$ cat config.mk
export PLATFORM = sky130hd
export DESIGN_NAME = mbfc_front
export DESIGN_NICKNAME = d
export VERILOG_FILES = /design/src/sv/mimo_block_fir_convolver_core_macros.svh /design/src/sv/mbfc_pkg.sv /design/src/sv/mbfc_front.sv
export SDC_FILE = /design/constraint.sdc
export NUM_CORES = 1
export LEC_CHECK = 0
export BUFFER_PORTS_ARGS = -buffer_cell sky130_fd_sc_hd__buf_2
export CAP_MARGIN = 20
export CORE_MARGIN = 2
export CORE_UTILIZATION = 38
export CTS_BUF_LIST = sky130_fd_sc_hd__clkbuf_4
export DETAILED_ROUTE_END_ITERATION = 10
export PLACE_DENSITY = 0.89
export SYNTH_ARGS = -nofsm -noshare
export SYNTH_HDL_FRONTEND = slang
export SYNTH_SLANG_ARGS = --single-unit
$ cat constraint.sdc
create_clock -name clk -period 1.4 [get_ports clk]
set_clock_uncertainty 0.05 [all_clocks]
set_input_delay 0 -clock clk [delete_from_list [all_inputs] [get_ports clk]]
set_output_delay 0 -clock clk [all_outputs]
set_load 0.005 [all_outputs]
$ cat src/sv/mimo_block_fir_convolver_core_macros.svh
// Assertion macros shared by the convolver core.
`ifndef MIMO_BLOCK_FIR_CONVOLVER_CORE_MACROS_SVH
`define MIMO_BLOCK_FIR_CONVOLVER_CORE_MACROS_SVH

// Same-cycle implication, checked on clk outside of reset.
`define MBFC_ASSERT_IMP(name, ante, cons) \
    name: assert property (@(posedge clk) disable iff (!rst_n) (ante) |-> (cons)) \
        else $error("mbfc assertion failed");

// Next-cycle implication, checked on clk outside of reset.
`define MBFC_ASSERT_NXT(name, ante, cons) \
    name: assert property (@(posedge clk) disable iff (!rst_n) (ante) |=> (cons)) \
        else $error("mbfc assertion failed");

`endif

$ cat src/sv/mbfc_pkg.sv
// Types and constants shared by the convolver core modules.
package mbfc_pkg;

    localparam int SAMPLE_BITS = 24;

    localparam logic [1:0] MODE_PUSH = 2'd0;
    localparam logic [1:0] MODE_PULL = 2'd1;
    localparam logic [1:0] MODE_LOAD = 2'd2;
    localparam logic [1:0] MODE_NONE = 2'd3;

    typedef enum logic [1:0] {
        CMD_PUSH = 2'd0,
        CMD_PULL = 2'd1,
        CMD_LOAD = 2'd2
    } cmd_kind_t;

    typedef enum logic [2:0] {
        REG_BLOCK_LOG2   = 3'd0,
        REG_INPUTS       = 3'd1,
        REG_OUTPUTS      = 3'd2,
        REG_RESP_LENGTH  = 3'd3,
        REG_OUTPUT_GAIN  = 3'd4
    } reg_idx_t;

    typedef struct packed {
        cmd_kind_t          kind;
        logic signed [23:0] sample;
        logic               coef_output;
        logic [6:0]         coef_input;
        logic [9:0]         coef_tap;
        logic signed [23:0] coef_value;
    } cmd_t;

    // Clamped working configuration.
    typedef struct packed {
        logic [10:0] blk;
        logic [7:0]  nin;
        logic [3:0]  nout;
        logic [13:0] taps;
        logic [15:0] gain;
    } cfg_t;

    typedef struct packed {
        logic               valid_res;
        logic signed [23:0] out_sample;
        logic               out_channel;
        logic [7:0]         frame_index;
        logic               last_of_block;
    } res_t;

    localparam logic signed [63:0] ACC_LIMIT = 64'sh4000_0000_0000_0000;
    localparam logic signed [45:0] OUT_MAX   = 46'sd8388607;
    localparam logic signed [45:0] OUT_MIN   = -46'sd8388608;

endpackage

$ cat src/sv/mbfc_front.sv
// Front end: accepts stream requests and decodes them into commands.
module mbfc_front
(
    input  logic                clk,
    input  logic                rst_n,
    input  logic                s_tvalid,
    output logic                s_tready,
    input  logic [71:0]         s_tdata,
    input  logic [1:0]          s_tuser,
    output logic                cmd_valid,
    input  logic                cmd_ready,
    output mbfc_pkg::cmd_t      cmd
);
    import mbfc_pkg::*;

    logic full_reg;
    cmd_t cmd_reg;
    cmd_t dec;
    logic keep;
    logic take;

    assign s_tready  = !full_reg || cmd_ready;
    assign take      = s_tvalid && s_tready;
    assign cmd_valid = full_reg;
    assign cmd       = cmd_reg;

    always_comb
    begin
        dec.sample      = s_tdata[23:0];
        dec.coef_output = s_tdata[24];
        dec.coef_input  = s_tdata[31:25];
        dec.coef_tap    = s_tdata[41:32];
        dec.coef_value  = s_tdata[65:42];
        keep            = 1'b1;
        case (s_tuser)
            MODE_PUSH: dec.kind = CMD_PUSH;
            MODE_PULL: dec.kind = CMD_PULL;
            MODE_LOAD: dec.kind = CMD_LOAD;
            default:
            begin
                // The unused mode is taken and dropped.
                dec.kind = CMD_PUSH;
                keep     = 1'b0;
            end
        endcase
    end

    always_ff @(posedge clk or negedge rst_n)
    begin
        if (!rst_n)
        begin
            full_reg <= 1'b0;
        end
        else if (take)
        begin
            full_reg <= keep;
        end
        else if (cmd_ready)
        begin
            full_reg <= 1'b0;
        end
    end

    always_ff @(posedge clk)
    begin
        if (take)
        begin
            cmd_reg <= dec;
        end
    end

endmodule

* After elaboration in Yosys (flattened, before gate mapping)
Index checks and enable logic that the tools add are counted.
Word-level totals: output and inout bits 70, bits of input ports 78, register bits after elaboration 69
Cells by class: eq/ne operators 2, reduce and logical (&&, ||, !) cells 6, muxes and demuxes 4
Operators with widths (count):
- one-hot mux 2 bit (2 select lines) | 1
- 2-to-1 mux 1 bit | 3
- OR reduction 3 bit | 1
- == test 2 x 1 -> 1 bit, second input constant | 1
- == test 2 bit, second input constant | 1
- zero test 2 bit | 1
- nonzero test 2 bit | 1
- logical AND 1 bit | 1
- zero test 1 bit | 1
- logical OR 1 bit | 1

* Longest topological paths before layout
Gate-level depths: netlist (run 1).
depth in word-level cells 4, mapped depth 2, mapped depth without buffers 2

* Least setup slack after synthesis (run 1)
No wires, ideal clock.
path type register to register, start register full_reg, in the netlist cmd_valid, end register cmd_reg (netlist bit cmd[0]), enable pin, data required time 0.972 ns, data arrival time 1.060 ns, path slack -0.088 ns, stages on the path, launching flop included 3, period minus slack after synthesis 1.488 ns, buffers on the path 0, cell sequence dfrtp_1 > nand2b_4 > and2_4
Between the ends: longest elaborated chain between the ends 3
Ends and longest elaborated chain:
- start, declared | line mbfc_front.sv:16 | logic full_reg;
- start signal, assigned | line mbfc_front.sv:56 | full_reg <= keep;
- zero test 1 bit | line mbfc_front.sv:22 | assign s_tready = !full_reg || cmd_ready;
- logical OR 1 bit | line mbfc_front.sv:22
- net s_tready | line mbfc_front.sv:7 | output logic s_tready,
- logical AND 1 bit | line mbfc_front.sv:23 | assign take = s_tvalid && s_tready;
- net take | line mbfc_front.sv:20 | logic take;
- end signal, assigned | line mbfc_front.sv:68 | cmd_reg <= dec;
- end, declared | line mbfc_front.sv:17 | cmd_t cmd_reg;
The timed path passes the listed nets, and every way through them passes these cells. A chain may end at the register's enable or synchronous reset.

* Worst setup path after layout (run 1)
start register full_reg, in the netlist cmd_valid, end register cmd_reg (netlist bit cmd[47]), enable pin
Between the ends: longest elaborated chain between the ends 3
Ends and longest elaborated chain (line):
- zero test 1 bit | mbfc_front.sv:22
- logical OR 1 bit | mbfc_front.sv:22
- logical AND 1 bit | mbfc_front.sv:23
- net take | mbfc_front.sv:20
The timed path passes the listed nets, and every way through them passes these cells.

==> flow_summary.toml, run 1 <==
[run_status]
outcome = "finished, final reports clean"

[critical_path]
endpoint_kind = "flip-flop"
cp.depth = 3
cp.arrival_ns = 1.28
crit_path_max_fanout = 42
cp_num_buf_inv = 1
required_ns = 1.40
slowest_stage = "dfrtp_1"
cpPeakStageDelay_ns = 0.41
crit_family = "flip-flops"
worstPathCellList = "nand2b_4, and2_4, buf_12"
start_kind = "flip-flop"
rr_worst_depth = 3
critical_path_class = "flip-flop to flip-flop"

[sta]
final_max_slew_viol_count = 0
tightest_slew_ns = 0.2110
fin_crit_ns = 1.274
setup_viol = 0
max_freq_mhz = 785.1
hold_violations = 0
setup_ws_ns = 0.1262
rsz0062_at_grt = "false"
hold_ws_ns = 0.1721
timing.final.crit_share_pct = 90.98
slew_headroom_pct = 85.93

[clock_tree]
cts.sinks = 69
cts_max_level = 3
clk_latency_ns = 0.37
cts_tree = "yes"
clk_pin_slew_ns = 0.09
cts_resized = 0
cts_root_buffer = "clkbuf_4"
cts_made_buffers = 9
clk_path_buf_depth = 2

[synth]
yosys.cell_types.count = 7
synth_seq_area_share_pct = 97.69
syn_avg_cell_area_sq_um = 28.21
yosysWarnings = 0
syn-cell-area_sq_um = 2116
ys_seq_elements = 69
syn-num-nets = 153
syn_inst = 75

[finish]
multi_input_comb_area_sq_um = 48.80
finish.utilization_pct = 69.15
finalInstanceArea_sq_um = 3761
fill_cells = 372
nets = 380
diodes = 0
seq_area_sq_um = 2067
largest_register_ffs = 68
drive_gt1_share_pct = 51.32
area_growth_pct = 77.76

[place]
placed_cell_area_sq_um = 2952
place_congestion = 0.7084
portBuffers = 141
dp_slack_ns = 0.1464

[drt]
wirelength_mm = 5.248
viasPerCell = 4.147
vias = 1551
first_pass_iters = 4
drc = 0
wire_per_inst_um = 14.03
drt_iter0_drc = 57
postRouteAntennaNets = 0

[grt]
antenna_found_initial = 0
grt_start_max_net_pins = 43
grt_pass1_vias = 1691
overflow = 0
grt_pass1_wl_mm = 7.872
grt_use_total_pct = 17.54

[die]
die_h_um = 78.62
core_area_sq_um = 5439
die_w_um = 78.62
floorplan.initialDensity_pct = 38.90
die-area_sq_um = 6180
core.rowCount = 27
io_pins = 148

[flow_run]
drv_cap = 0

[power]
vdd_drop_max_mv = 0.6173
powerDensity_nw_per_um2 = 1013
leakagePower_uw = 0.001617

[hold_path]
min_path_type = "primary input to flip-flop"
hold_depth = 3
## worst reg2reg max path, cell delays in order (launching register included)
cell and delay, ns:
dfrtp_1 0.41, nand2b_4 0.08, and2_4 0.17, buf_12 0.23
## metal layers
metal	share of wire [%]	GRT usage (%)
met4	1.8	9.649
met3	8.6	5.862
met2	54	31.37
met5	0	0
met1	36	17.86
## timing repair
item                                   CTS  global route
endpoints found under the hold margin   70             0
setup buffers                            0             0
hold buffers                            73             0
## report_power, final
| part | switching (uW) | leakage, uW | internal [uW] | total, uW |
|---|---|---|---|---|
| clock | 550 | 0.0000476 | 333 | 883 |
| combinational | 182 | 0.000907 | 302 | 483 |
| sequential | 29.1 | 0.000663 | 2420 | 2450 |
| total | 760 | 0.00162 | 3050 | 3810 |
## cells in the mapped netlist, drive strengths merged
master | instances | area share [%]
edfxtp | 68 | 97
nor2b | 2 | 0.59
a21bo | 1 | 0.47
and2 | 1 | 0.41
dfrtp | 1 | 1.2
nand2 | 1 | 0.18
nand2b | 1 | 0.65
## stage by stage
step | std cells | power, uW | TNS (ns)
CTS | 374 | 3850 | 0
global route | 374 | 3984 | 0
floorplan | 75 | 2566 | -5.769
global placement | 290 | 2800 | 0
finish | 374 | 3811 | 0
detailed placement | 290 | 2812 | 0
## final cells by class
type / count / area share (%)
Timing Repair Buffer: 216 / 39.25
Clock inverter: 1 / 0.09980
Tap cell: 72 / 2.395
Sequential cell: 69 / 54.96
Multi-Input combinational cell: 6 / 1.297
Clock buffer: 10 / 1.996
## final timing paths
kind                                 from         to  slack, ns
worst max-delay path            cmd_valid    cmd[47]       0.13
worst min-delay path             s_tvalid     cmd[2]       0.17
worst min register to register  cmd_valid     cmd[2]       0.90
min in group asynchronous           rst_n  cmd_valid       0.45
worst max register to register  cmd_valid    cmd[47]       0.13
max in group asynchronous           rst_n  cmd_valid       0.75
## cells by family after synthesis
family           synth area share, %
AND/OR/NAND/NOR                1.833
AO/OA/AOI/OAI                 0.4731
flip-flops                     97.69
## placed cells by master (no fill, tap or decap)
cell type        n
buf_2          141
dlygate4sd3_1   73
edfxtp_1        68
clkbuf_4        10
nor2b_1          2
buf_12           2
nand2b_4         1
and2_4           1
a21bo_1          1
nand2_1          1
clkinv_1         1
dfrtp_1          1
No activity file was read; power rests on OpenSTA's default activity.
==> run 2, diff against run 1 <==
CORE_UTILIZATION = 42   (was 38)
PLACE_DENSITY = 0.93   (was 0.89)
clock period = 1.3 ns   (was 1.4 ns; I/O delays follow)
==> run 2 against run 1 <==
Compared with the run above:
- combinational power grew 8.7%
- critical path type unchanged
- register-to-register slack lost 0.08 ns
- maximum frequency rose by 1.3%
- die area down 9.0%
- final cell count increased by 0.27%
- sequential share of layout area is 1.1 points lower
- count of clock-buffer cells in the layout is the same
==> flow_summary.toml, run 2 (synthesis gave the netlist of run 1 again) <==
[run_status]
outcome = "finished, final reports clean"

[critical_path]
rr_worst_depth = 3
start_kind = "flip-flop"
cpPeakStageDelay_ns = 0.43
cp.arrival_ns = 1.29
cp_num_buf_inv = 1
worstReg2RegEnd = "cmd[4]"
slowest_stage = "dfrtp_1"
crit_path_max_fanout = 36
r2r-start = "cmd_valid"
required_ns = 1.33
critical_path_class = "flip-flop to flip-flop"
crit_family = "flip-flops"
worstPathCellList = "nand2b_4, and2_4, buf_12"
endpoint_kind = "flip-flop"
reg2reg_slack_ns = 0.04

[sta]
setup_ws_ns = 0.04251
tightest_slew_ns = 0.1864
max_freq_mhz = 795.2
slew_headroom_pct = 87.58
final_max_slew_viol_count = 0
timing.final.crit_share_pct = 96.73
hold_violations = 0
setup_viol = 0
fin_crit_ns = 1.257

[power]
vdd_drop_max_mv = 0.9216
clkPwrFrac_pct = 31.9
p_int_uw = 3714
powerDensity_nw_per_um2 = 1211
seqPwrFrac_pct = 56.8
sw_frac_of_total_pct = 20.07
p_sw_uw = 932.7
combPwrFrac_pct = 11.3
leakagePower_uw = 0.001660

[hold_path]
hold_depth = 2
hp-start = "s_tdata[63]"
worstHoldEndpoint = "cmd[21]"
min_path_type = "primary input to flip-flop"

[finish]
most-common-layout-cells = "buf_2 (141), dlygate4sd3_1 (73), edfxtp_1 (68)"
layout_commonest_cell = "buf_2"
diodes = 0
area_growth_pct = 81.31
finalInstanceArea_sq_um = 3836
fill_cells = 285
drive_gt1_share_pct = 51.95
nets = 381
final_cells = 375
largest_register_ffs = 68

[clock_tree]
clk_path_buf_depth = 2
cts_root_buffer = "clkbuf_4"
clk_pin_slew_ns = 0.11
cts_max_level = 3
cts_made_buffers = 9
cts.sinks = 69
clk_latency_ns = 0.38
cts_tree = "yes"

[place]
place_congestion = 0.6715
dp.cells = 285
dp_slack_ns = 0.06400
portBuffers = 141
placed_cell_area_sq_um = 2945

[grt]
grt_use_total_pct = 20.79
antenna_found_initial = 0
overflow = 0
grt_pass1_wl_mm = 7.962
grt_pass1_vias = 1750
grt_start_max_net_pins = 37

[drt]
drt_iter0_drc = 36
vias = 1625
viasPerCell = 4.333
drc = 0
postRouteAntennaNets = 0
first_pass_iters = 4
wirelength_mm = 5.870
wire_per_inst_um = 15.65

[flow_run]
drv_cap = 0

[die]
core.rowCount = 25
die-area_sq_um = 5621
floorplan.initialDensity_pct = 44.21
die_h_um = 74.98
core_area_sq_um = 4786
die_w_um = 74.98
io_pins = 148
-- run 2: cell count changes in the layout (fill, tap and decap cells not counted) --
cell / change
bufinv_16: +2
clkinv_2: +2
clkinv_1: +1
buf_4: +1
-- run 2: metrics by stage --
stage               utilization (%)  setup TNS, ns  hold WS [ns]  total power [uW]
detailed placement            61.54              0       -0.2709              3026
finish                        80.16              0        0.2675              4647
global route                  80.16      -0.001355        0.2223              4840
global placement              61.54              0       -0.2739              3008
floorplan                         -         -12.57       -0.3456              2763
CTS                           80.00              0        0.1432              4652
-- run 2: worst max-delay path by stage --
stage | from | to | slack [ns] | depth (start not counted)
after floorplan | cmd_valid | cmd[0] | -0.18 | 2
after global placement | cmd_valid | cmd[45] | 0.1 | 3
after detailed placement | cmd_valid | cmd[1] | 0.06 | 3
after CTS | cmd_valid | cmd[49] | 0.04 | 3
after global routing | cmd_valid | cmd[26] | -0.001 | 3
final | cmd_valid | cmd[4] | 0.04 | 3
-- run 2: layer usage --
layer	share of wire, %	GRT usage (%)	up-vias
met2	57	40.45	89
li1	-	-	757
met5	0	0	-
met4	1.5	9.127	0
met3	8.6	7.363	8
met1	33	18.93	771
-- run 2: power groups by stage --
stage	clock network (uW)	registers (uW)	logic (uW)
2_1_floorplan	0	2710	55.1
3_3_place_gp	0	2680	329
3_5_place_dp	0	2680	341
4_1_cts	1510	2630	512
5_1_grt	1620	2650	568
6_report	1480	2640	525
-- run 2: what timing repair did --
action	in CTS	in global routing
setup buffers	0	1
endpoints found under the hold margin	70	1
setup endpoints to repair	0	10
hold buffers	73	1
gates resized for setup	0	0
-- run 2: area by class of cell --
type / count / area (sq um) / share of cell area (%)
Clock buffer: 10 / 75.07 / 1.957
Clock inverter: 6 / 77.57 / 2.022
Sequential cell: 69 / 2067 / 53.88
Tap cell: 67 / 83.83 / 2.185
Multi-Input combinational cell: 6 / 48.80 / 1.272
Timing Repair Buffer: 217 / 1484 / 38.68
==> run 3, diff against run 2 <==
CORE_UTILIZATION = 40   (was 42)
CTS_BUF_LIST = sky130_fd_sc_hd__clkbuf_16   (was sky130_fd_sc_hd__clkbuf_4)
PLACE_DENSITY = 0.89   (was 0.93)
==> run 3 against run 2 <==
Compared with the run above:
- die area increased by 4.7%
- first-iteration DRC count increased by 36%
- clock power increased by 49%
- maximum frequency decreased by 0.11%
- sequential cell count unchanged
- critical path depth unchanged
- via count decreased by 0.43%
- largest cell class unchanged
==> flow_summary.toml, run 3 (synthesis gave the netlist of run 1 again) <==
[clock_tree]
cts_resized = 0
cts_made_buffers = 9
cts_max_level = 3
cts_tree = "yes"
cts.sinks = 69
cts_root_buffer = "clkbuf_16"
cts_setup_buffers = 0
clk_pin_slew_ns = 0.05
clk_latency_ns = 0.31
clk_path_buf_depth = 2

[drt]
wirelength_mm = 5.762
wire_per_inst_um = 15.32
drc = 0
postRouteAntennaNets = 0
vias = 1618
first_pass_iters = 4
viasPerCell = 4.303
drt_iter0_drc = 49

[hold_path]
hold_depth = 3
min_path_type = "primary input to flip-flop"
worstHoldEndpoint = "cmd[37]"
hp-start = "s_tvalid"

[critical_path]
worstPathCellList = "nand2b_4, nand2_1, dlygate4sd3_1"
r2r-start = "cmd_valid"
cp_num_buf_inv = 1
worstReg2RegEnd = "cmd_valid"
reg2reg_slack_ns = 0.04
rr_worst_depth = 3
crit_path_max_fanout = 3
start_kind = "flip-flop"
crit_family = "buffers and inverters"
slowest_stage = "dlygate4sd3_1"
cp.arrival_ns = 1.40
endpoint_kind = "flip-flop"
required_ns = 1.44
cpPeakStageDelay_ns = 0.55
critical_path_class = "flip-flop to flip-flop"

[finish]
drive_gt1_share_pct = 50.98
area_growth_pct = 87.88
nets = 380
diodes = 0
most-common-layout-cells = "buf_2 (140), dlygate4sd3_1 (73), edfxtp_1 (68)"
largest_register_ffs = 68
layout_commonest_cell = "buf_2"

[run_status]
outcome = "finished, final reports clean"

[grt]
grt_pass1_vias = 1786
overflow = 0
grt_pass1_wl_mm = 8.797
met3_usage_pct = 6.824
grt_busiest_layer = "met2"
grt_use_total_pct = 20.49
grtUsageMet2_pct = 39.12
antenna_found_initial = 0
grt_start_max_net_pins = 41
use_met1_pct = 19.51

[place]
portBuffers = 141
place_congestion = 0.7066
dp_slack_ns = 0.05423

[sta]
max_freq_mhz = 794.4
final_max_slew_viol_count = 0
slew_headroom_pct = 89.85
fin_crit_ns = 1.259
rsz0062_at_grt = "false"
tightest_slew_ns = 0.1522
setup_tns_ns = 0
hold_violations = 0
setup_ws_ns = 0.04119
setup_viol = 0
timing.final.crit_share_pct = 96.83

[power]
leakagePower_uw = 0.001728
vdd_drop_max_mv = 0.8812
powerDensity_nw_per_um2 = 1357

[flow_run]
drv_cap = 0

[die]
core.rowCount = 26
floorplan.initialDensity_pct = 41.43
io_pins = 148
die_h_um = 76.73
die_w_um = 76.73
die-area_sq_um = 5887
core_area_sq_um = 5107
run 3: changes by cell type in the layout (fill, tap and decap cells not counted):
cell / before / now
buf_2: 141 / 140
buf_4: 1 / 0
bufinv_16: 2 / 1
clkbuf_16: 0 / 10
clkbuf_4: 10 / 0
clkinv_1: 2 / 0
clkinv_2: 2 / 1
inv_1: 0 / 4
run 3: where the power goes:
group	switching (uW)	total (uW)	internal, uW
registers	35.7	2650	2610
clock network	772	2210	1440
logic	204	538	334
run 3: area by class of cell:
class	instances	area, sq um
clock buffers	9	225.2
well taps	70	87.58
repair buffers	216	1496
multi-input cells	6	48.80
fillers	296	1132
clock inverters	6	50.05
flip-flops and latches	69	2067
run 3: worst min-delay path: stages:
cell	delay (ns)
buf_2	0.10
and2_4	0.19
buf_12	0.17
run 3: repair_timing:
item	4_1_cts	5_1_grt
setup endpoints to repair	0	41
endpoints found under the hold margin	70	0
hold buffers	73	0
run 3: worst max-delay path by stage:
stage                   start        end  slack [ns]  cells after the start
floorplan           cmd_valid     cmd[0]       -0.18                      2
global placement    cmd_valid    cmd[10]        0.08                      3
detailed placement  cmd_valid    cmd[10]        0.05                      3
CTS                 cmd_valid     cmd[0]        0.05                      3
global route        cmd_valid  cmd_valid       0.004                      3
finish              cmd_valid  cmd_valid        0.04                      3
run 3: through the flow:
stage	hold WS [ns]	cells	utilization (%)	area [sq um]	power [uW]
2_1_floorplan	-0.3456	75	-	2116	2763
3_3_place_gp	-0.2744	288	57.74	2949	3015
3_5_place_dp	-0.2739	288	57.74	2949	3033
4_1_cts	0.2264	376	77.44	3955	5410
5_1_grt	0.2515	376	77.83	3975	5573
6_report	0.2323	376	77.83	3975	5395
run 3: routing by layer:
layer	share of wire (%)	up-vias
li1	-	755
met1	35	764
met2	55	92
met3	8.1	7
met4	1.4	0
met5	0	-
