--- src/sv/mimo_block_fir_convolver_core_macros.svh ---
// Assertion macros shared by the convolver core.
`ifndef MIMO_BLOCK_FIR_CONVOLVER_CORE_MACROS_SVH
`define MIMO_BLOCK_FIR_CONVOLVER_CORE_MACROS_SVH

// Same-cycle implication, checked on clk outside of reset.
`define MBFC_ASSERT_IMP(name, ante, cons) \
    name: assert property (@(posedge clk) disable iff (!rst_n) (ante) |-> (cons)) \
        else $error("mbfc assertion failed");

// Next-cycle implication, checked on clk outside of reset.
`define MBFC_ASSERT_NXT(name, ante, cons) \
    name: assert property (@(posedge clk) disable iff (!rst_n) (ante) |=> (cons)) \
        else $error("mbfc assertion failed");

`endif

--- src/sv/mbfc_pkg.sv ---
// Types and constants shared by the convolver core modules.
package mbfc_pkg;

    localparam int SAMPLE_BITS = 24;

    localparam logic [1:0] MODE_PUSH = 2'd0;
    localparam logic [1:0] MODE_PULL = 2'd1;
    localparam logic [1:0] MODE_LOAD = 2'd2;
    localparam logic [1:0] MODE_NONE = 2'd3;

    typedef enum logic [1:0] {
        CMD_PUSH = 2'd0,
        CMD_PULL = 2'd1,
        CMD_LOAD = 2'd2
    } cmd_kind_t;

    typedef enum logic [2:0] {
        REG_BLOCK_LOG2   = 3'd0,
        REG_INPUTS       = 3'd1,
        REG_OUTPUTS      = 3'd2,
        REG_RESP_LENGTH  = 3'd3,
        REG_OUTPUT_GAIN  = 3'd4
    } reg_idx_t;

    typedef struct packed {
        cmd_kind_t          kind;
        logic signed [23:0] sample;
        logic               coef_output;
        logic [6:0]         coef_input;
        logic [9:0]         coef_tap;
        logic signed [23:0] coef_value;
    } cmd_t;

    // Clamped working configuration.
    typedef struct packed {
        logic [10:0] blk;
        logic [7:0]  nin;
        logic [3:0]  nout;
        logic [13:0] taps;
        logic [15:0] gain;
    } cfg_t;

    typedef struct packed {
        logic               valid_res;
        logic signed [23:0] out_sample;
        logic               out_channel;
        logic [7:0]         frame_index;
        logic               last_of_block;
    } res_t;

    localparam logic signed [63:0] ACC_LIMIT = 64'sh4000_0000_0000_0000;
    localparam logic signed [45:0] OUT_MAX   = 46'sd8388607;
    localparam logic signed [45:0] OUT_MIN   = -46'sd8388608;

endpackage

--- src/sv/mbfc_queue.sv ---
// Two-entry command queue between the front end and the engine.
module mbfc_queue
(
    input  logic           clk,
    input  logic           rst_n,
    input  logic           in_valid,
    output logic           in_ready,
    input  mbfc_pkg::cmd_t in_cmd,
    output logic           out_valid,
    input  logic           out_ready,
    output mbfc_pkg::cmd_t out_cmd
);
    import mbfc_pkg::*;

    cmd_t       slot_reg [2];
    logic       wr_reg;
    logic       rd_reg;
    logic [1:0] count_reg;
    logic       push;
    logic       pop;

    assign in_ready  = count_reg != 2'd2;
    assign out_valid = count_reg != 2'd0;
    assign out_cmd   = slot_reg[rd_reg];
    assign push      = in_valid && in_ready;
    assign pop       = out_valid && out_ready;

    always_ff @(posedge clk or negedge rst_n)
    begin
        if (!rst_n)
        begin
            wr_reg    <= 1'b0;
            rd_reg    <= 1'b0;
            count_reg <= 2'd0;
        end
        else
        begin
            if (push)
            begin
                wr_reg <= !wr_reg;
            end
            if (pop)
            begin
                rd_reg <= !rd_reg;
            end
            if (push && !pop)
            begin
                count_reg <= count_reg + 2'd1;
            end
            else if (pop && !push)
            begin
                count_reg <= count_reg - 2'd1;
            end
        end
    end

    always_ff @(posedge clk)
    begin
        if (push)
        begin
            slot_reg[wr_reg] <= in_cmd;
        end
    end

endmodule

--- config.mk ---
export PLATFORM = sky130hd
export DESIGN_NAME = mbfc_queue
export DESIGN_NICKNAME = d
export VERILOG_FILES = /design/src/sv/mimo_block_fir_convolver_core_macros.svh /design/src/sv/mbfc_pkg.sv /design/src/sv/mbfc_queue.sv
export SDC_FILE = /design/constraint.sdc
export NUM_CORES = 1
export LEC_CHECK = 0
export BUFFER_PORTS_ARGS = -buffer_cell sky130_fd_sc_hd__buf_2
export CAP_MARGIN = 20
export CORE_MARGIN = 4
export CORE_UTILIZATION = 56
export CTS_CLUSTER_SIZE = 30
export DETAILED_ROUTE_END_ITERATION = 8
export PLACE_DENSITY = 0.82
export SETUP_SLACK_MARGIN = 0.4
export SKIP_CTS_REPAIR_TIMING = 1
export SYNTH_ARGS = -nofsm -noshare
export SYNTH_HDL_FRONTEND = slang
export SYNTH_SLANG_ARGS = --single-unit
--- constraint.sdc ---
create_clock -name clk -period 7.4 [get_ports clk]
set_clock_uncertainty 0.15 [all_clocks]
set_input_delay 1.48 -clock clk [delete_from_list [all_inputs] [get_ports clk]]
set_output_delay 1.48 -clock clk [all_outputs]
set_load 0.02 [all_outputs]
# After elaboration in Yosys (flattened, before gate mapping)
# Memories as Yosys holds them, arrays and structs flattened.
# Cells that the tools add are included.
[classes]
mux = 4
reduce_logical = 10
eq_ne = 1
addsub = 2
[op_table]
columns = ["cell", "count"]
rows = [
  ["$logic_and 1x1->1", 4],
  ["$logic_not 1->1", 4],
  ["$mux 2", 2],
  ["$reduce_bool 2->1", 2],
  ["$add 2x1->2 const B", 1],
  ["$mux 1", 2],
  ["$ne 2x2->1 const B", 1],
  ["$sub 2x1->2 const B", 1],
]
[totals]
n_memories = 1
mem_bits_rw = 136
reg_bits = 4
[mem_list]
columns = ["memory", "words", "word_bits", "rd", "rd_ports_with_merged_regs", "wr", "line_no", "rtl"]
rows = [
  ["slot_reg", 2, 68, 1, 0, 1, "mbfc_queue.sv:15", "cmd_t slot_reg [2];"],
]

# Logic depth before layout (Yosys ltp)
# Gate-level depths: netlist of run 1.
[depth]
depth_word = 6
mapped_depth = 7

# Worst setup path after synthesis of run 1
# Ideal clock, no wire load.
[synth_path]
path_type = "in2reg"
start = "input port in_valid"
end = "memory slot_reg[0][0] in the netlist's numbering (enable)"
setup_time_ps = 494
t_required_ps = 6756
path_slack_ps = 2338
cell_stages = 2
arrival_time_ps = 4418
cell_sequence = "nand2_1 nor2_1"
[synth_between]
elab_chain_len = 3
[synth_rtl]
columns = ["element", "line_no", "rtl"]
rows = [
  ["start: declaration", "mbfc_queue.sv:6", "input logic in_valid,"],
  ["$logic_and 1x1->1", "mbfc_queue.sv:25", "assign push = in_valid && in_ready;"],
  ["$mux 1", "mbfc_queue.sv:59", "if (push)"],
  ["$mux 1 (implied by the code)", "mbfc_queue.sv:61", "slot_reg[wr_reg] <= in_cmd;"],
  ["end: declaration", "mbfc_queue.sv:15", ""],
]
# No other way between the ends.

==> qor.yml, run 1 <==
tightest_slew_ns: 0.945
drt_pass1_iterations: 4
fmax_mhz: 264
final_hold_viol_count: 0
area_growth_pct: 26.8
portBuffers: 141
wl_um: 8700
grt_max_degree: 70
worstSkewPairLatency_ns: 0.49
synth_compound_area_share_pct: 0
die_w_um: 104
post-route-period-util_pct: 51.2
drt_iter0_drc: 109
antenna_found_initial: 0
slew_viol_final: 0
cp_top_family: "flip-flops"
cts_tree: "done"
ios: 142
crit_slowest_cell: "dfrtp_4"
fillers: 532
grt_pass1_wl_um: 14200
track_usage_pct: 17.0
finalSetupTns_ns: 0
cts.path.max_buffers: 2
seq_area_frac_synth_pct: 81.3
power_uw: 2810
wl_per_cell_um: 17.3
row_count: 34
cts.sinks: 140
crit_required_ns: 5.77
crit_fanout: 69
powerDensity_mw_per_mm2: 431
cts_made_buffers: 17
ys_ff_latch: 140
synthCells: 230
worst_setup_path_start_kind: "register"
drc_errors: 0
status: "finished, final reports clean"
endpoint_kind: "primary output"
yosys_warnings: 0
drive_gt1_share_pct: 61.9
synth_cell_types: 16
synth_top_family_by_area: "multiplexers"
synth_simple_gate_area_share_pct: 0.657
dieArea_mm2: 0.0108
clock-root-buffer: "clkbuf_8"
clk_pin_slew_ns: 0.06
antenna_cells: 0
post-route-min-period_ns: 3.79
setup_violations: 0
critPathKind: "register to primary output"
critPathArrivalTime_ns: 2.16
grt_pass1_vias: 2820
p_leak_uw: 0.00249
synth_fa_ha_area_share_pct: 0.243
largest_reg_flops: 136
netlist_area_mm2: 0.00514
synthXorXnorAreaFrac_pct: 0.851
dp_hpwl_um: 5600
core-area_mm2: 0.00885
grt_overflow: 0
vias: 2559
synth_mux_area_share_pct: 15.6
rsz0062_at_grt: "false"
critPathBufInv: 1
ant_nets: 0
place_congestion: 0.700
hp-class: "register to register"
syn_avg_cell_area_um2: 22.4
finalNetCount: 456
irDropWorstVdd_uv: 375
cts-htree-levels: 4
cpPeakStageDelay_ns: 1.04
start_util_pct: 58.1
path_cells: "mux2_2 -> buf_2"
via_per_inst: 5.08
die_y_um: 104
synthesis.nets: 303
cap_violations: 0
max-slew-margin-rel_pct: 37.0
## where the power goes
part	internal [µW]	switching, µW
registers	1090	119
clock network	484	323
logic	344	453
total	1920	894
## cells in the mapped netlist
cell        n  area [µm²]
and3_1      1        6.26
buf_2       5        25.0
buf_6       2        22.5
buf_8       1        15.0
dfrtp_1     4         100
edfxtp_1  136        4080
ha_1        1        12.5
inv_1       1        3.75
mux2_2     58         653
mux2_4     10         150
nand2_1     2        7.51
nand2b_1    1        6.26
nor2_1      2        7.51
or2_2       1        6.26
xnor2_1     3        26.3
xor2_1      2        17.5
## metal layers
layer  vias to the layer above  global-route usage, %  part of all wire, %
li1                       1211                      -                    -
met1                      1250                   20.1                   41
met2                        96                   28.4                   51
met3                         2                   6.78                  7.2
met4                         0                   5.70                 0.38
met5                         -                      0                    0
## area by class of cell
class / count / area (µm²) / area share [%]
Timing Repair Buffer: 142 / 713 / 10.9
Inverter: 1 / 3.75 / 0.0575
Sequential cell: 140 / 4190 / 64.2
Multi-Input combinational cell: 81 / 906 / 13.9
Tap cell: 108 / 135 / 2.07
Clock buffer: 17 / 414 / 6.35
Clock inverter: 15 / 163 / 2.49
## worst reg2reg max path, delay by kind of cell, from the launching register on
kind,cells,cell delay (ns)
buffers and inverters,1,0.57
DFF,1,0.41
and+or+nand+nor,3,1.07
## logic make-up (layout without fill, tap and decap cells)
logic type,after synthesis,count (layout)
buffers and inverters,9,175
DFF,140,140
xor gates and xnor gates,5,5
and+or+nand+nor,7,7
muxes,68,68
adders and majority gates,1,1
## cells in the final DEF (no fill, tap or decap), drive strengths merged
cell type / count
clkinvlp: 5
nor2: 2
ha: 1
buf: 142
mux2: 68
and3: 1
dfrtp: 4
nand2: 2
edfxtp: 136
bufinv: 2
nand2b: 1
inv: 6
clkbuf: 17
or2: 1
xor2: 2
xnor2: 3
clkinv: 3
## path summary, 6_finish.rpt
kind / start / to / slack [ns] / cells after the start
max: rd_reg$_DFFE_PN0P_ / out_cmd[61] / 3.61 / 2
min: count_reg[1]$_DFFE_PN0P_ / count_reg[1]$_DFFE_PN0P_ / 0.34 / 1
max reg2reg: count_reg[0]$_DFFE_PN0P_ / slot_reg[0][6]$_DFFE_PP_ / 4.84 / 4
min reg2reg: count_reg[1]$_DFFE_PN0P_ / count_reg[1]$_DFFE_PN0P_ / 0.34 / 1
max in group asynchronous: rst_n / rd_reg$_DFFE_PN0P_ / 6.34 / 1
min in group asynchronous: rst_n / wr_reg$_DFFE_PN0P_ / 0.63 / 1
## metrics by stage
stage	instance area, µm²	utilization, %	hold slack [ns]	worst slack [ns]	std cells
CTS	6520	73.7	0.345	3.54	504
global route	6520	73.7	0.381	3.48	504
finish	6520	73.7	0.345	3.61	504
detailed placement	5950	67.2	0.326	3.83	472
global placement	5950	67.2	0.329	3.84	472
floorplan	5140	-	0.306	2.34	230
Power figures use the tool's default switching activity.
==> run 2, diff against run 1 <==
Settings changed: CORE_UTILIZATION 56 to 47, PLACE_DENSITY 0.82 to 0.73.
Clock period 7.4 ns to 3.3 ns, I/O delays scaled along.
==> qor.yml, run 2 (synthesis gave the netlist of run 1 again) <==
r2r-start: "count_reg[0]$_DFFE_PN0P_"  # unchanged
cts-htree-levels: 4  # unchanged
grt_pass1_vias: 2829  # was 2,820
met1_length_um: 3620  # was 3590 µm
post-route-min-period_ns: 2.76
ant_nets: 0  # unchanged
crit_fanout: 34  # was 69
worst_setup_path_start_kind: "register"  # unchanged
worstSkewPairLatency_ns: 0.50  # was 0.49 ns
die_y_um: 113  # was 104 µm
core-area_mm2: 0.0105  # was 0.00885 mm²
setup_violations: 0  # unchanged
power_uw: 6450  # was 2810 µW
grt_max_degree: 70  # unchanged
drt_iter0_drc: 65  # was 109
portBuffers: 141  # unchanged
slew_viol_final: 0  # unchanged
row_count: 37  # was 34
powerDensity_mw_per_mm2: 969  # was 431 mW/mm²
drc_errors: 0  # unchanged
final_hold_viol_count: 0  # unchanged
antenna_cells: 0  # unchanged
critPathKind: "register to primary output"  # unchanged
r2r-end: "slot_reg[1][30]$_DFFE_PP_"  # was slot_reg[0][6]$_DFFE_PP_
drt_pass1_iterations: 4  # unchanged
critPathArrivalTime_ns: 1.95  # was 2.16 ns
crit_start: "rd_reg$_DFFE_PN0P_"  # unchanged
clock-root-buffer: "clkbuf_8"  # unchanged
internal_power_uw: 4420  # was 1920 µW
irDropWorstVdd_uv: 516  # was 375 µV
cts_tree: "done"  # unchanged
reg2reg_depth: 3  # was 4
power_frac_comb_pct: 31.3  # was 28.4%
grt_overflow: 0  # unchanged
power.switching_uw: 2020  # was 894 µW
wl_per_cell_um: 17.3  # about the same
dp_hpwl_um: 5780  # was 5600 µm
whs_ns: 0.191  # was 0.345 ns
pwr-share-clk_pct: 28.5  # was 28.7%
tightest_slew_ns: 0.622  # was 0.945 ns
die_w_um: 113  # was 104 µm
ios: 142  # unchanged
wl_um: 9280  # was 8700 µm
place_congestion: 0.729  # was 0.700
p_leak_uw: 0.00254  # was 0.00249 µW
cap_violations: 0  # unchanged
fmax_mhz: 362
rrSetupSlack_ns: 1.37  # was 4.84 ns
endpoint_kind: "primary output"  # unchanged
hp-class: "input port to register"  # was register to register
status: "finished, final reports clean"  # unchanged
cts.path.max_buffers: 2  # unchanged
grt_pass1_wl_um: 14000  # was 14,200 µm
via_per_inst: 4.81  # was 5.08
vias: 2583  # was 2,559
min_path_cells: 1  # unchanged
cts.sinks: 140  # unchanged
dr_wl_met3_um: 675  # was 630 µm
area_growth_pct: 29.4  # was 26.8%
mostFrequentLayoutCells: "141 x buf_2, 136 x edfxtp_1, 58 x mux2_2"  # unchanged
track_usage_pct: 14.5  # was 17.0%
final_common_cell: "buf_2"  # unchanged
pre_cts_ws_ns: 0.782  # was 3.83 ns
pwr-share-seq_pct: 40.1  # was 42.9%
max-slew-margin-rel_pct: 58.5  # was 37.0%
met2RoutedLength_um: 4860  # was 4450 µm
cts_made_buffers: 17  # unchanged
dieArea_mm2: 0.0127  # was 0.0108 mm²
largest_reg_flops: 136  # unchanged
clk_pin_slew_ns: 0.06  # about the same
finalNetCount: 461  # was 456
fin_util_pct: 63.3  # was 73.7%
top_layer: "met5"  # was met4
rsz0062_at_grt: "false"  # unchanged
drive_gt1_share_pct: 62.1  # was 61.9%
crit_end: "out_cmd[66]"  # was out_cmd[61]
antenna_found_initial: 1  # was 0
post-route-period-util_pct: 83.7
finalSetupTns_ns: 0  # unchanged
crit_required_ns: 2.49  # was 5.77 ns
switching_share_pct: 31.4  # was 31.8%
start_util_pct: 48.9  # was 58.1%
fin_ws_ns: 0.538  # was 3.61 ns
[run 2: changes by cell type in the layout (fill, tap and decap cells not counted), sizes merged]
cell and change:
clkinvlp +1, bufinv +1, dlygate4sd3 +1, clkinv +3, inv -5, buf +4
[run 2: through the flow]
stage	instances	instance area [µm²]
CTS	534	6600
global placement	502	6010
finish	537	6660
detailed placement	502	6010
global route	537	6660
floorplan	230	5150
[run 2: worst min-delay path by stage]
stage                     startpoint                        end  slack [ns]
after CTS                      rst_n         wr_reg$_DFFE_PN0P_       -0.23
final                      in_cmd[7]   slot_reg[1][7]$_DFFE_PP_        0.19
after global routing      in_cmd[24]  slot_reg[0][24]$_DFFE_PP_        0.16
after detailed placement       rst_n         wr_reg$_DFFE_PN0P_        0.32
after floorplan                rst_n   count_reg[0]$_DFFE_PN0P_        0.21
after global placement         rst_n         wr_reg$_DFFE_PN0P_        0.32
[run 2: final cells by class]
type	instances	area, µm²
Sequential cell	140	4190
Fill cell	756	3850
Multi-Input combinational cell	81	906
Timing Repair Buffer	147	798
Clock buffer	17	414
Clock inverter	15	175
Tap cell	136	170
Inverter	1	3.75
[run 2: routing by layer]
layer	up-vias	track usage (%)
li1	1226	-
met2	86	24.8
met1	1258	15.8
met3	11	6.36
met5	-	0
met4	2	5.77
[run 2: power groups by stage]
stage	clock, µW	sequential, µW	combinational (µW)
6_report	1840	2590	2020
3_5_place_dp	0	2750	1850
5_1_grt	1980	2630	2160
4_1_cts	1890	2710	1850
2_1_floorplan	0	2540	1460
3_3_place_gp	0	2730	1840
[run 2: critical path, stage by stage, from the launching register on]
cell	delay [ns]
dfrtp_4	0.63
buf_16	0.28
mux2_2	0.37
buf_2	0.16
==> run 3, diff against run 2 <==
Settings changed: CORE_UTILIZATION 47 to 52, PLACE_DENSITY 0.73 to 0.76.
Clock period 3.3 ns to 2.7 ns, I/O delays scaled along.
==> qor.yml, run 3 (synthesis gave the netlist of run 1 again) <==
vias: 2685  # was 2,583
drc_errors: 0  # unchanged
core-area_mm2: 0.00968  # was 0.0105 mm²
worst_setup_path_start_kind: "register"  # unchanged
critPathKind: "register to primary output"  # unchanged
place_congestion: 0.710  # was 0.729
start_util_pct: 53.1  # was 48.9%
cap_violations: 0  # unchanged
top_usage_layer: "met2"  # unchanged
cts-htree-levels: 4  # unchanged
endpoint_kind: "primary output"  # unchanged
rsz0062_at_grt: "true"  # was false
pwr-share-seq_pct: 37.9  # was 40.1%
crit_required_ns: 2.01  # was 2.49 ns
cts_made_buffers: 17  # unchanged
hp-class: "input port to register"  # unchanged
p_leak_uw: 0.00265  # was 0.00254 µW
use_met1_pct: 18.2  # was 15.8%
post-route-min-period_ns: 2.49
use_met2_pct: 27.3  # was 24.8%
ios: 142  # unchanged
track_usage_pct: 15.9  # was 14.5%
drt_iter0_drc: 141  # was 65
status: "finished, final reports clean"  # unchanged
wl_um: 9300  # was 9280 µm
drt_pass1_iterations: 4  # unchanged
fmax_mhz: 402
path_cells: "buf_12 -> buf_16 -> mux2_2 -> buf_2"  # was buf_16 -> mux2_2 -> buf_2
power_frac_comb_pct: 34.0  # was 31.3%
antenna_cells: 0  # unchanged
clock-root-buffer: "clkbuf_8"  # unchanged
worstSkewPairLatency_ns: 0.51  # was 0.50 ns
post-route-period-util_pct: 92.2
powerDensity_mw_per_mm2: 1200  # was 969 mW/mm²
mostFrequentLayoutCells: "136 x buf_2, 136 x edfxtp_1, 58 x mux2_2"  # was 141 x buf_2, 136 x edfxtp_1, 58 x mux2_2
die_y_um: 107  # was 113 µm
clk_pin_slew_ns: 0.06  # about the same
dp_hpwl_um: 5900  # was 5780 µm
grt_pass1_wl_um: 13500  # was 14,000 µm
cts.path.max_buffers: 2  # unchanged
power.switching_uw: 2500  # was 2020 µW
via_per_inst: 4.90  # was 4.81
cp_top_family: "buffers and inverters"  # was flip-flops
fin_util_pct: 70.6  # was 63.3%
crit_fanout: 13  # was 34
tightest_slew_ns: 0.606  # was 0.622 ns
cts.sinks: 140  # unchanged
drive_gt1_share_pct: 63.1  # was 62.1%
switching_share_pct: 30.4  # was 31.4%
finalSetupTns_ns: 0  # unchanged
grt_max_degree: 46  # was 70
met3_usage_pct: 4.80  # was 6.36%
row_count: 36  # was 37
design_area_mm2: 0.00684  # was 0.00666 mm²
area_growth_pct: 33.0  # was 29.4%
finalNetCount: 475  # was 461
portBuffers: 141  # unchanged
grt_pass1_vias: 2775  # was 2,829
ant_nets: 0  # unchanged
slew_viol_final: 0  # unchanged
antenna_found_initial: 0  # was 1
dieArea_mm2: 0.0115  # was 0.0127 mm²
place_area_mm2: 0.00605  # was 0.00601 mm²
setup_violations: 0  # unchanged
final_hold_viol_count: 0  # unchanged
largest_reg_flops: 136  # unchanged
whs_ns: 0.0598  # was 0.191 ns
pwr-share-clk_pct: 28.1  # was 28.5%
irDropWorstVdd_uv: 798  # was 516 µV
grt_overflow: 0  # unchanged
crit_slowest_cell: "dfrtp_4"  # unchanged
internal_power_uw: 5730  # was 4420 µW
max-slew-margin-rel_pct: 59.6  # was 58.5%
power_uw: 8240  # was 6450 µW
multiInputGateArea_um2: 916  # was 906 µm²
cts_tree: "done"  # unchanged
fillers: 625  # was 756
critPathBufInv: 3  # was 2
die_w_um: 107  # was 113 µm
cpPeakStageDelay_ns: 0.46  # was 0.63 ns
critPathArrivalTime_ns: 1.80  # was 1.95 ns
layout.area.seq_mm2: 0.00419  # unchanged
wl_per_cell_um: 17.0  # was 17.3 µm
-- run 3: cell types whose count changed in the layout (fill, tap and decap cells not counted), sizes merged --
cell / delta
buf: +13
clkbuf: +4
clkinvlp: -4
bufinv: +1
-- run 3: metrics by stage --
stage               instances  setup WS [ns]
floorplan                 230          0.447
global placement          502          0.479
detailed placement        502          0.458
CTS                       534         -0.107
global route              548          0.153
finish                    548          0.210
-- run 3: routing by layer --
| metal | vias to the layer above | routed length (µm) | share of wire [%] |
|---|---|---|---|
| met4 | 0 | 166 | 1.8 |
| met3 | 12 | 655 | 7.0 |
| met5 | - | 0 | 0 |
| met1 | 1320 | 3620 | 39 |
| li1 | 1255 | - | - |
| met2 | 98 | 4860 | 52 |
-- run 3: final timing paths --
path / from / to / slack (ns) / cells past startpoint
worst max-delay path: rd_reg$_DFFE_PN0P_ / out_cmd[20] / 0.21 / 4
worst min-delay path: in_cmd[10] / slot_reg[1][10]$_DFFE_PP_ / 0.06 / 1
worst max register to register: count_reg[0]$_DFFE_PN0P_ / slot_reg[1][54]$_DFFE_PP_ / 0.84 / 3
worst min register to register: wr_reg$_DFFE_PN0P_ / wr_reg$_DFFE_PN0P_ / 0.40 / 1
max in group asynchronous: rst_n / rd_reg$_DFFE_PN0P_ / 2.05 / 2
min in group asynchronous: rst_n / rd_reg$_DFFE_PN0P_ / 0.21 / 2
-- run 3: layout make-up --
class	instances	share of cell area [%]
Clock buffer	20	6.22
Clock inverter	12	2.51
Inverter	1	0.0549
Multi-Input combinational cell	81	13.4
Sequential cell	140	61.2
Tap cell	133	2.43
Timing Repair Buffer	161	14.2
-- run 3: power groups by stage --
| stage | logic, µW | registers (µW) | clock network, µW |
|---|---|---|---|
| 3_3_place_gp | 2390 | 3230 | 0 |
| 3_5_place_dp | 2420 | 3260 | 0 |
| 6_report | 2800 | 3120 | 2310 |
| 4_1_cts | 2420 | 3220 | 2360 |
| 2_1_floorplan | 1790 | 3110 | 0 |
| 5_1_grt | 2990 | 3160 | 2470 |
